**config.mk**
```make
export PLATFORM = sky130hd
export DESIGN_NAME = path_escape_encoder
export DESIGN_NICKNAME = d
export VERILOG_FILES = /design/src/hw/rtl/pee_pkg.sv /design/src/hw/rtl/pee_front.sv /design/src/hw/rtl/pee_queue.sv /design/src/hw/rtl/pee_back.sv /design/src/hw/rtl/path_escape_encoder.sv
export SDC_FILE = /design/constraint.sdc
export NUM_CORES = 1
export LEC_CHECK = 0
export ABC_AREA = 1
export BUFFER_PORTS_ARGS = -buffer_cell sky130_fd_sc_hd__buf_2
export CAP_MARGIN = 30
export CORE_MARGIN = 5
export CORE_UTILIZATION = 45
export DETAILED_ROUTE_END_ITERATION = 10
export PLACE_DENSITY = 0.72
export SLEW_MARGIN = 20
export SYNTH_ARGS = -nofsm -noshare
export SYNTH_HDL_FRONTEND = slang
export SYNTH_SLANG_ARGS = --single-unit
```
**constraint.sdc**
```tcl
create_clock -name clk -period 9.34 [get_ports clk]
set_input_delay 1.868 -clock clk [delete_from_list [all_inputs] [get_ports clk]]
set_output_delay 1.868 -clock clk [all_outputs]
set_load 0.02 [all_outputs]
```
**src/hw/rtl/pee_pkg.sv**
```systemverilog
// Shared types, codes and character constants of the path escape encoder.
`timescale 1ns / 1ps
package pee_pkg;

  localparam int CpWidth           = 21;
  localparam int CharWidth         = 7;
  localparam int StepWidth         = 4;
  localparam int KindWidth         = 3;
  localparam int QueueDepthDefault = 4;

  // item classes
  localparam logic [KindWidth-1:0] KindPlain = 3'd0;
  localparam logic [KindWidth-1:0] KindSlash = 3'd1;
  localparam logic [KindWidth-1:0] KindDash  = 3'd2;
  localparam logic [KindWidth-1:0] KindHex   = 3'd3;
  localparam logic [KindWidth-1:0] KindEnd   = 3'd4;

  localparam logic [CpWidth-1:0] CpSlash     = 21'h00002F;
  localparam logic [CpWidth-1:0] CpBackslash = 21'h00005C;
  localparam logic [CpWidth-1:0] CpDash      = 21'h00002D;

  localparam logic [CharWidth-1:0] CharDash = 7'h2D;
  localparam logic [CharWidth-1:0] CharD    = 7'h64;
  localparam logic [CharWidth-1:0] CharLbr  = 7'h5B;
  localparam logic [CharWidth-1:0] CharRbr  = 7'h5D;
  localparam logic [CharWidth-1:0] CharDot  = 7'h2E;
  localparam logic [CharWidth-1:0] CharB    = 7'h62;

  typedef struct packed {
    logic [KindWidth-1:0] kind;
    logic [CpWidth-1:0]   cp;
    logic [StepWidth-1:0] last_step;  // index of the final character of the run
  } cmd_t;

  function automatic logic [CharWidth-1:0] hex_char(input logic [3:0] nib);
    logic [CharWidth-1:0] c;
    if (nib < 4'd10) begin
      c = 7'h30 + {3'b000, nib};
    end else begin
      c = 7'h57 + {3'b000, nib};
    end
    return c;
  endfunction

endpackage

```
**src/hw/rtl/pee_front.sv**
```systemverilog
// Front end: accepts input items, classifies them and counts hex digits.
`timescale 1ns / 1ps
module pee_front
  import pee_pkg::*;
(
  input  logic               clk,
  input  logic               rst,
  input  logic [CpWidth-1:0] code_point,
  input  logic               end_of_path,
  input  logic               push,
  output logic               full,
  output logic               cmd_valid,
  input  logic               cmd_ready,
  output cmd_t               cmd
);

  logic valid;
  logic valid_next;
  cmd_t cmd_next;
  logic accept;
  logic [StepWidth-1:0] digits;

  assign full      = valid && !cmd_ready;
  assign accept    = push && !full;
  assign cmd_valid = valid;

  always_comb begin
    // value is at least 0x80 here, so two digits minimum
    priority if (code_point[20]) begin
      digits = 4'd6;
    end else if (|code_point[19:16]) begin
      digits = 4'd5;
    end else if (|code_point[15:12]) begin
      digits = 4'd4;
    end else if (|code_point[11:8]) begin
      digits = 4'd3;
    end else begin
      digits = 4'd2;
    end
  end

  always_comb begin
    cmd_next.cp = code_point;
    priority if (end_of_path) begin
      cmd_next.kind      = KindEnd;
      cmd_next.last_step = 4'd2;
    end else if (code_point == CpSlash || code_point == CpBackslash) begin
      cmd_next.kind      = KindSlash;
      cmd_next.last_step = 4'd1;
    end else if (code_point == CpDash) begin
      cmd_next.kind      = KindDash;
      cmd_next.last_step = 4'd1;
    end else if (|code_point[CpWidth-1:7]) begin
      cmd_next.kind      = KindHex;
      cmd_next.last_step = digits + 4'd2;
    end else begin
      cmd_next.kind      = KindPlain;
      cmd_next.last_step = 4'd0;
    end
  end

  always_comb begin
    valid_next = valid;
    if (accept) begin
      valid_next = 1'b1;
    end else if (valid && cmd_ready) begin
      valid_next = 1'b0;
    end
  end

  always_ff @(posedge clk) begin
    if (rst) begin
      valid <= 1'b0;
    end else begin
      valid <= valid_next;
    end
  end

  always_ff @(posedge clk) begin
    if (accept) begin
      cmd <= cmd_next;
    end
  end

endmodule

```
**src/hw/rtl/pee_queue.sv**
```systemverilog
// Short command queue between the front end and the character sequencer.
`timescale 1ns / 1ps
module pee_queue
  import pee_pkg::*;
#(
  parameter int Depth = QueueDepthDefault
)(
  input  logic clk,
  input  logic rst,
  input  logic wr_valid,
  output logic wr_ready,
  input  cmd_t wr_data,
  output logic rd_valid,
  input  logic rd_pop,
  output cmd_t rd_data
);

  localparam int AW = (Depth > 1) ? $clog2(Depth) : 1;
  localparam int CW = $clog2(Depth + 1);

  cmd_t          entries [Depth];
  logic [AW-1:0] wr_ptr;
  logic [AW-1:0] rd_ptr;
  logic [CW-1:0] count;
  logic          do_wr;
  logic          do_rd;

  assign wr_ready = (count != CW'(Depth));
  assign rd_valid = (count != '0);
  assign do_wr    = wr_valid && wr_ready;
  assign do_rd    = rd_pop && rd_valid;
  assign rd_data  = entries[rd_ptr];

  always_ff @(posedge clk) begin
    if (rst) begin
      wr_ptr <= '0;
      rd_ptr <= '0;
      count  <= '0;
    end else begin
      if (do_wr) begin
        wr_ptr <= (wr_ptr == AW'(Depth - 1)) ? '0 : wr_ptr + 1'b1;
      end
      if (do_rd) begin
        rd_ptr <= (rd_ptr == AW'(Depth - 1)) ? '0 : rd_ptr + 1'b1;
      end
      if (do_wr && !do_rd) begin
        count <= count + 1'b1;
      end else if (do_rd && !do_wr) begin
        count <= count - 1'b1;
      end
    end
  end

  always_ff @(posedge clk) begin
    if (do_wr) begin
      entries[wr_ptr] <= wr_data;
    end
  end

endmodule

```
**src/hw/rtl/pee_back.sv**
```systemverilog
// Back end: emits the head command characters, one per cycle unless stalled.
`timescale 1ns / 1ps
module pee_back
  import pee_pkg::*;
(
  input  logic                 clk,
  input  logic                 rst,
  input  logic                 cmd_valid,
  output logic                 cmd_pop,
  input  cmd_t                 cmd,
  output logic [CharWidth-1:0] out_char,
  output logic                 run_last,
  output logic                 empty,
  input  logic                 pop
);

  logic                 out_valid;
  logic [StepWidth-1:0] step;
  logic                 load;
  logic                 last;
  logic [CharWidth-1:0] char_next;
  logic [StepWidth-1:0] nib_pos;
  logic [23:0]          cp_ext;
  logic [3:0]           nib;

  assign empty  = !out_valid;
  assign load   = cmd_valid && (!out_valid || pop);
  assign last   = (step == cmd.last_step);
  assign cmd_pop = load && last;

  // digit index counted from the least significant nibble
  assign nib_pos = cmd.last_step - 4'd1 - step;
  assign cp_ext  = {3'b000, cmd.cp};

  always_comb begin
    unique case (nib_pos[2:0])
      3'd0:    nib = cp_ext[3:0];
      3'd1:    nib = cp_ext[7:4];
      3'd2:    nib = cp_ext[11:8];
      3'd3:    nib = cp_ext[15:12];
      3'd4:    nib = cp_ext[19:16];
      3'd5:    nib = cp_ext[23:20];
      default: nib = 4'h0;
    endcase
  end

  always_comb begin
    unique case (cmd.kind)
      KindPlain: char_next = cmd.cp[CharWidth-1:0];
      KindSlash: char_next = (step == 4'd0) ? CharDash : CharD;
      KindDash:  char_next = CharDash;
      KindHex: begin
        priority if (step == 4'd0) begin
          char_next = CharDash;
        end else if (step == 4'd1) begin
          char_next = CharLbr;
        end else if (last) begin
          char_next = CharRbr;
        end else begin
          char_next = hex_char(nib);
        end
      end
      KindEnd: begin
        priority if (step == 4'd0) begin
          char_next = CharDot;
        end else if (step == 4'd1) begin
          char_next = CharD;
        end else begin
          char_next = CharB;
        end
      end
      default:   char_next = '0;
    endcase
  end

  always_ff @(posedge clk) begin
    if (rst) begin
      out_valid <= 1'b0;
      step      <= '0;
    end else begin
      if (load) begin
        out_valid <= 1'b1;
        step      <= last ? '0 : step + 1'b1;
      end else if (pop) begin
        out_valid <= 1'b0;
      end
    end
  end

  always_ff @(posedge clk) begin
    if (load) begin
      out_char <= char_next;
      run_last <= last;
    end
  end

endmodule

```
**src/hw/rtl/path_escape_encoder.sv**
```systemverilog
// An item passes through the front register, the command queue and the output
// register before its run appears on the ports. Throughput: one character per
// cycle while pop is given; an item yields 1 to 9 characters, and the character
// sequencer on the queue head sets this rate. A command queue decouples input and
// output, so push continues while results wait, until it fills. Reset clears the
// front valid flag, queue pointers and the sequencer; empty is high, full is low.
`timescale 1ns / 1ps
module path_escape_encoder
  import pee_pkg::*;
#(
  parameter int QueueDepth = QueueDepthDefault
)(
  input  logic                 clk,
  input  logic                 rst,
  input  logic [CpWidth-1:0]   code_point,
  input  logic                 end_of_path,
  input  logic                 push,
  output logic                 full,
  output logic [CharWidth-1:0] out_char,
  output logic                 run_last,
  output logic                 empty,
  input  logic                 pop
);

  logic front_valid;
  logic front_ready;
  cmd_t front_cmd;
  logic head_valid;
  logic head_pop;
  cmd_t head_cmd;

  pee_front u_front (
    .clk        (clk),
    .rst        (rst),
    .code_point (code_point),
    .end_of_path(end_of_path),
    .push       (push),
    .full       (full),
    .cmd_valid  (front_valid),
    .cmd_ready  (front_ready),
    .cmd        (front_cmd)
  );

  pee_queue #(
    .Depth(QueueDepth)
  ) u_queue (
    .clk     (clk),
    .rst     (rst),
    .wr_valid(front_valid),
    .wr_ready(front_ready),
    .wr_data (front_cmd),
    .rd_valid(head_valid),
    .rd_pop  (head_pop),
    .rd_data (head_cmd)
  );

  pee_back u_back (
    .clk      (clk),
    .rst      (rst),
    .cmd_valid(head_valid),
    .cmd_pop  (head_pop),
    .cmd      (head_cmd),
    .out_char (out_char),
    .run_last (run_last),
    .empty    (empty),
    .pop      (pop)
  );

endmodule

```
### After elaboration in Yosys (flattened, before gate mapping)

Memory sizes are Yosys's and may differ from the RTL's. A register that Yosys moved wholly into a read port is not among the register bits.
Index checks and enable logic that the tools add are counted.
Widths: inputs -> output; s select.

| word-level totals | value |
|---|---|
| memory bits (writable) | 112 |
| output and inout bits | 10 |
| memories | 1 |
| word-level logic and storage cells | 103 |
| bits in registers | 49 |

| operators by class | value |
|---|---|
| magnitude comparators | 1 |
| add/sub/neg operators | 10 |
| equality and inequality tests | 17 |
| reduce and logical (&&, ||, !) cells | 28 |
| bitwise logic cells | 1 |
| muxes and demuxes | 32 |

Memories:

| name | depth | width | rd ports | clocked after memory_dff | write ports | RTL line | RTL |
|---|---|---|---|---|---|---|---|
| u_queue.entries | 4 | 28 | 1 | 1 | 1 | pee_queue.sv:21 | `cmd_t entries [Depth];` |

Operators by type and width:

| kind | number |
|---|---|
| $eq 21x6->1 const B | 2 |
| $mux 7 | 6 |
| $pmux 7 s5 | 1 |
| $pmux 4 s6 | 1 |
| $eq 21x7->1 const B | 1 |
| $mux 2 | 8 |
| $mux 4 | 4 |
| $reduce_or 4->1 | 4 |
| $mux 3 | 5 |
| $reduce_or 14->1 | 1 |
| $eq 3x2->1 const B | 4 |
| $eq 3x3->1 const B | 3 |
| $logic_and 1x1->1 | 8 |
| $add 6x4->7 const A | 1 |
| $add 7x4->7 const A | 1 |
| $mux 1 | 7 |
| $eq 3x1->1 const B | 2 |
| $logic_not 3->1 | 2 |
| $reduce_bool 2->1 | 3 |
| $sub 3x1->3 const B | 2 |
| $logic_not 1->1 | 5 |
| $add 2x1->2 const B | 2 |
| $add 4x1->4 const B | 1 |
| $add 4x2->4 const B | 1 |
| other kinds (12) | 14 |

### Longest topological paths before layout

| depth | value |
|---|---|
| word-level depth | 10 |
| gate-level depth with buffers | 24 |
| gate-level depth less buffers | 21 |

### Modules after synthesis

A second synthesis with hierarchy kept.

| second synthesis, totals | value |
|---|---|
| cells, all modules | 617 |
| area, all modules | 7,080.5 µm² |

Modules (own cells, without submodules):

| module | cells each | times used | area an instance (µm²) |
|---|---|---|---|
| pee_queue | 340 | 1 | 4,647.0 |
| pee_front | 107 | 1 | 1,232.4 |
| pee_back | 170 | 1 | 1,201.2 |

### Least setup slack after synthesis

No wires, ideal clock.

| timing | value |
|---|---|
| kind | input -> register |
| from | in pop |
| to | reg u_queue.count[1] |
| data arrival time | 3,831 ps |
| slack | 5,393 ps |
| stages on the path | 10 |
| library setup time | 116 ps |
| required time | 9,224 ps |
| cells stage by stage | nor2_1 > a21oi_1 > inv_1 > nor2_4 > inv_1 > ha_1 > inv_1 > fa_1 > o21ai_0 > nor2_1 |

| between the ends | value |
|---|---|
| cells in the longest elaborated chain, start to end | 7 |

Ends and longest elaborated chain:

| item | RTL line | RTL |
|---|---|---|
| start, declared | path_escape_encoder.sv:22 | `input logic pop` |
| $logic_or 1x1->1 (*) | pee_back.sv:27 | `assign load = cmd_valid && (!out_valid \|\| pop);` |
| $logic_and 1x1->1 (*) | pee_back.sv:27 |  |
| net u_back.load | pee_back.sv:19 | `logic load;` |
| $logic_and 1x1->1 (*) | pee_back.sv:29 | `assign cmd_pop = load && last;` |
| $logic_and 1x1->1 (*) | pee_queue.sv:31 | `assign do_rd = rd_pop && rd_valid;` |
| $logic_not 1->1 | pee_queue.sv:46 | `if (do_wr && !do_rd) begin` |
| $logic_and 1x1->1 | pee_queue.sv:46 |  |
| $mux 3 / $reduce_bool 2->1 (equally long branches) | -- |  |
| end signal, assigned | pee_queue.sv:47 | `count <= count + 1'b1;` |
| end signal, assigned | pee_queue.sv:49 | `count <= count - 1'b1;` |
| end, declared | pee_queue.sv:24 | `logic [CW-1:0] count;` |

Mark *: on every way through the listed nets, which the timed path passes. The rest lies on a longest branch.
A chain may end at the register's enable or synchronous reset.

==> flow_summary.ini <==
[run_status]
status = finished clean

[yosys]
synth_top_area_share_pct = 64.36
synth_compound_area_share_pct = 9.350
avgSynthCellArea_sq_um = 11.86
synth_common_cells = 148 x edfxtp_1, 74 x nor2_1, 73 x nand2_1, 54 x o21ai_0, 46 x inv_1
yosysMostFrequentCell = edfxtp_1
synth_edf_count = 148
yosys_warnings = 0
synthCells = 582
async_flop_share_pct = 0
synth-simple-area-share_pct = 14.28
syn_area_sq_um = 6905
ys_types = 38
muxShareOfSynthArea_pct = 0
ys_seq_elements = 163
ys_seq_area_share_pct = 68.71
synth_area_leaders = edfxtp_1 64%, dfxtp_1 4.3%, nor2_1 4.0%, nand2_1 4.0%, o21ai_0 3.9%
ys.flop_type = edfxtp_1
synth-adder-area-share_pct = 2.935
synth_top_area_cell = edfxtp_1
syn-num-nets = 623
synth_xor_area_share_pct = 0.2537
synth_top_family_by_area = simple AND/OR/NAND/NOR gates

[hold_path]
hold_end = u_queue.entries[0][12]$_DFFE_PP_
min-delay-start = u_front.cmd[12]$_DFFE_PP_
worst_hold_path.num_cells = 0
holdCritPathClass = reg -> reg

[routing]
drc = 0
viasPerCell = 5.385
via_count = 4459
drtIter0Drc = 350
firstDrtPassIters = 5
wirelength_mm = 13.90
post_drt_wl_per_cell_microns = 16.79
ant_nets = 0

[timing]
period_share_pct = 42.96
setup_tns_ns = 0
finalClockSkew_ns = 0.009701
whs_ns = 0.4924
timing.fmax_mhz = 249.3
slew_viol_final = 0
setup_viol_count_final = 0
rsz0062_at_grt = false
hold_viol_final = 0
tightest_slew_ns = 0.6375
finalCriticalPeriod_ns = 4.012
relSlewSlack_pct = 57.11

[clock_network]
clock_latency_ns = 0.42
cts_max_path_buffers = 2
cts.htree.levels = 4
cts_sinks = 163
numCtsBuffers = 17
clk_pin_slew_ns = 0.06
cts_setup_buffers = 0
cts_tree = yes
postCtsResizedCells = 0
cts-hold-fix-buffers = 0
root_buffer = clkbuf_16

[placement]
io_buffers = 35
gp_congestion = 0.9011
dp_hpwl_mm = 8.864
placed_area_sq_um = 7272

[setup_path]
crit_fanout = 57
crit_top_cell = nand2_1
arrival_ns = 4.18
path_class = reg -> reg
slowest_delay_ns = 0.58
critPathBufInv = 6
crit_path_start_kind = flip-flop
end_kind = flip-flop
cp_top_family = simple AND/OR/NAND/NOR gates
required_ns = 9.51
r2r_cells = 21
crit_path_top_delay_cell = fa_1
reg2reg_to = u_back.out_char[1]$_DFFE_PP_
r2r_slack_ns = 5.33
crit_chain = buf_4 -> inv_2 -> buf_12 -> o21ai_0 -> o22ai_1 -> ha_1 -> inv_1 -> fa_1 -> inv_1 -> nor2_1 -> nand3_1 -> nand2_2 -> nor2_4 -> ha_1 -> inv_1 -> nand3_1 -> nand2_1 -> nand2_1 -> nand2_1 -> nand2_1 -> nand2_1

[power_and_ir_drop]
p_comb_share_pct = 20.7
cellLeakagePower_nw = 2.968
seqPwrFrac_pct = 45.6
p_clk_share_pct = 33.7
p_int_w = 0.001347
p_sw_w = 0.0005713
power_density_nw_per_um2 = 244.3
p_sw_share_pct = 29.79
vdd.ir_drop.worst_v = 0.0002049

[floorplan]
start_util_pct = 45.59
die_w_microns = 133.9
dieArea_sq_um = 17920
core_area_sq_um = 15150
die_h_microns = 133.9
num_rows = 45
ios = 36

[final_layout]
num-fill-cells = 1278
finalNetCount = 668
drive_above_1_share_pct = 16.09
design_area_sq_um = 7851
multiInputGateArea_sq_um = 1866
regArea_sq_um = 4745
area_growth_pct = 13.70
diodes = 0
post-route-util_pct = 51.84

[grt]
grt_remaining_overflow = 0
grt_first_pass_wirelength_mm = 22.29
antenna_found_initial = 0
grt_max_degree = 58
grt_usage_pct = 16.17
grt_pass1_vias = 4358

[flow_run]
cap_violations = 0
[worst max-delay path by stage]
stage               startpoint  cells after the start  slack (ns)                       endpoint
floorplan                  pop                     10        5.39  u_queue.count[1]$_SDFFE_PP0P_
global placement           pop                     11        5.08  u_queue.count[1]$_SDFFE_PP0P_
detailed placement         pop                     11        4.96  u_queue.count[1]$_SDFFE_PP0P_
CTS                  flip-flop                     20        5.11   u_back.out_char[1]$_DFFE_PP_
global route         flip-flop                     21        4.96   u_back.out_char[1]$_DFFE_PP_
finish               flip-flop                     21        5.33   u_back.out_char[1]$_DFFE_PP_
[stage by stage]
step | setup slack, ns | std cells | total power, W
finish | 5.328 | 828 | 0.001918
global route | 4.957 | 828 | 0.002012
CTS | 5.109 | 827 | 0.001925
detailed placement | 4.963 | 795 | 0.001279
global placement | 5.077 | 795 | 0.001262
floorplan | 5.393 | 582 | 0.001183
[power groups by stage]
stage | combinational, W | sequential [W] | clock (W)
floorplan | 0.000281 | 0.000902 | 0
global placement | 0.000375 | 0.000887 | 0
detailed placement | 0.000389 | 0.000890 | 0
CTS | 0.000392 | 0.000875 | 0.000658
global route | 0.000443 | 0.000879 | 0.000690
finish | 0.000397 | 0.000874 | 0.000646
[cells by family after synthesis]
| kind of cell | after synthesis |
|---|---|
| simple gates | 215 |
| flops | 163 |
| compound gates | 117 |
| buf+inv | 70 |
| fa+ha+maj | 15 |
| xor+xnor | 2 |
[layout by cell type (no fill, tap or decap), types with 2 or more instances in the layout]
master,netlist,layout
edfxtp_1,148,148
clkinvlp_4,0,3
nand3_2,5,5
nor3_2,2,2
nor3_1,6,6
dfxtp_1,15,15
a21oi_1,25,24
clkinv_1,1,3
buf_4,6,8
fa_1,2,2
clkinv_4,0,2
ha_1,13,13
o22ai_1,22,22
o21ai_0,54,54
a32oi_1,3,3
nand2_1,73,73
nor2_2,1,5
a211oi_1,3,3
nand3_1,36,36
nor4_1,3,3
inv_6,0,5
nand2_2,5,5
clkbuf_16,0,17
inv_1,46,46
nor2_1,74,70
xor2_1,2,2
o21ai_1,5,5
nor2_4,4,4
nand2_4,3,3
inv_2,5,5
buf_2,7,35
[per-layer routing]
layer	part of all wire (%)	GRT usage, %	wire length [microns]
met5	0	0	0
met4	2.2	5.886	308
met3	5.7	4.801	795
met2	48	26.61	6667
met1	44	20.38	6130
[layout make-up]
cell class,count,share of cell area (%)
Multi-Input combinational cell,349,23.76
Sequential cell,163,60.43
Clock inverter,14,1.610
Timing Repair Buffer,44,3.251
Clock buffer,18,5.466
Inverter,52,2.486
Tap cell,188,2.996
[registers in the layout (all words and copies together) (netlist names), named ones only]
register	count
u_queue.entries	112
u_front.cmd	28
u_back.out_char	7
u_back.step	4
u_queue.count	3
u_queue.rd_ptr	2
u_queue.wr_ptr	2
u_back.out_valid	1
u_back.run_last	1
u_front.cmd_valid	1
(Power assumes the default switching activity.)
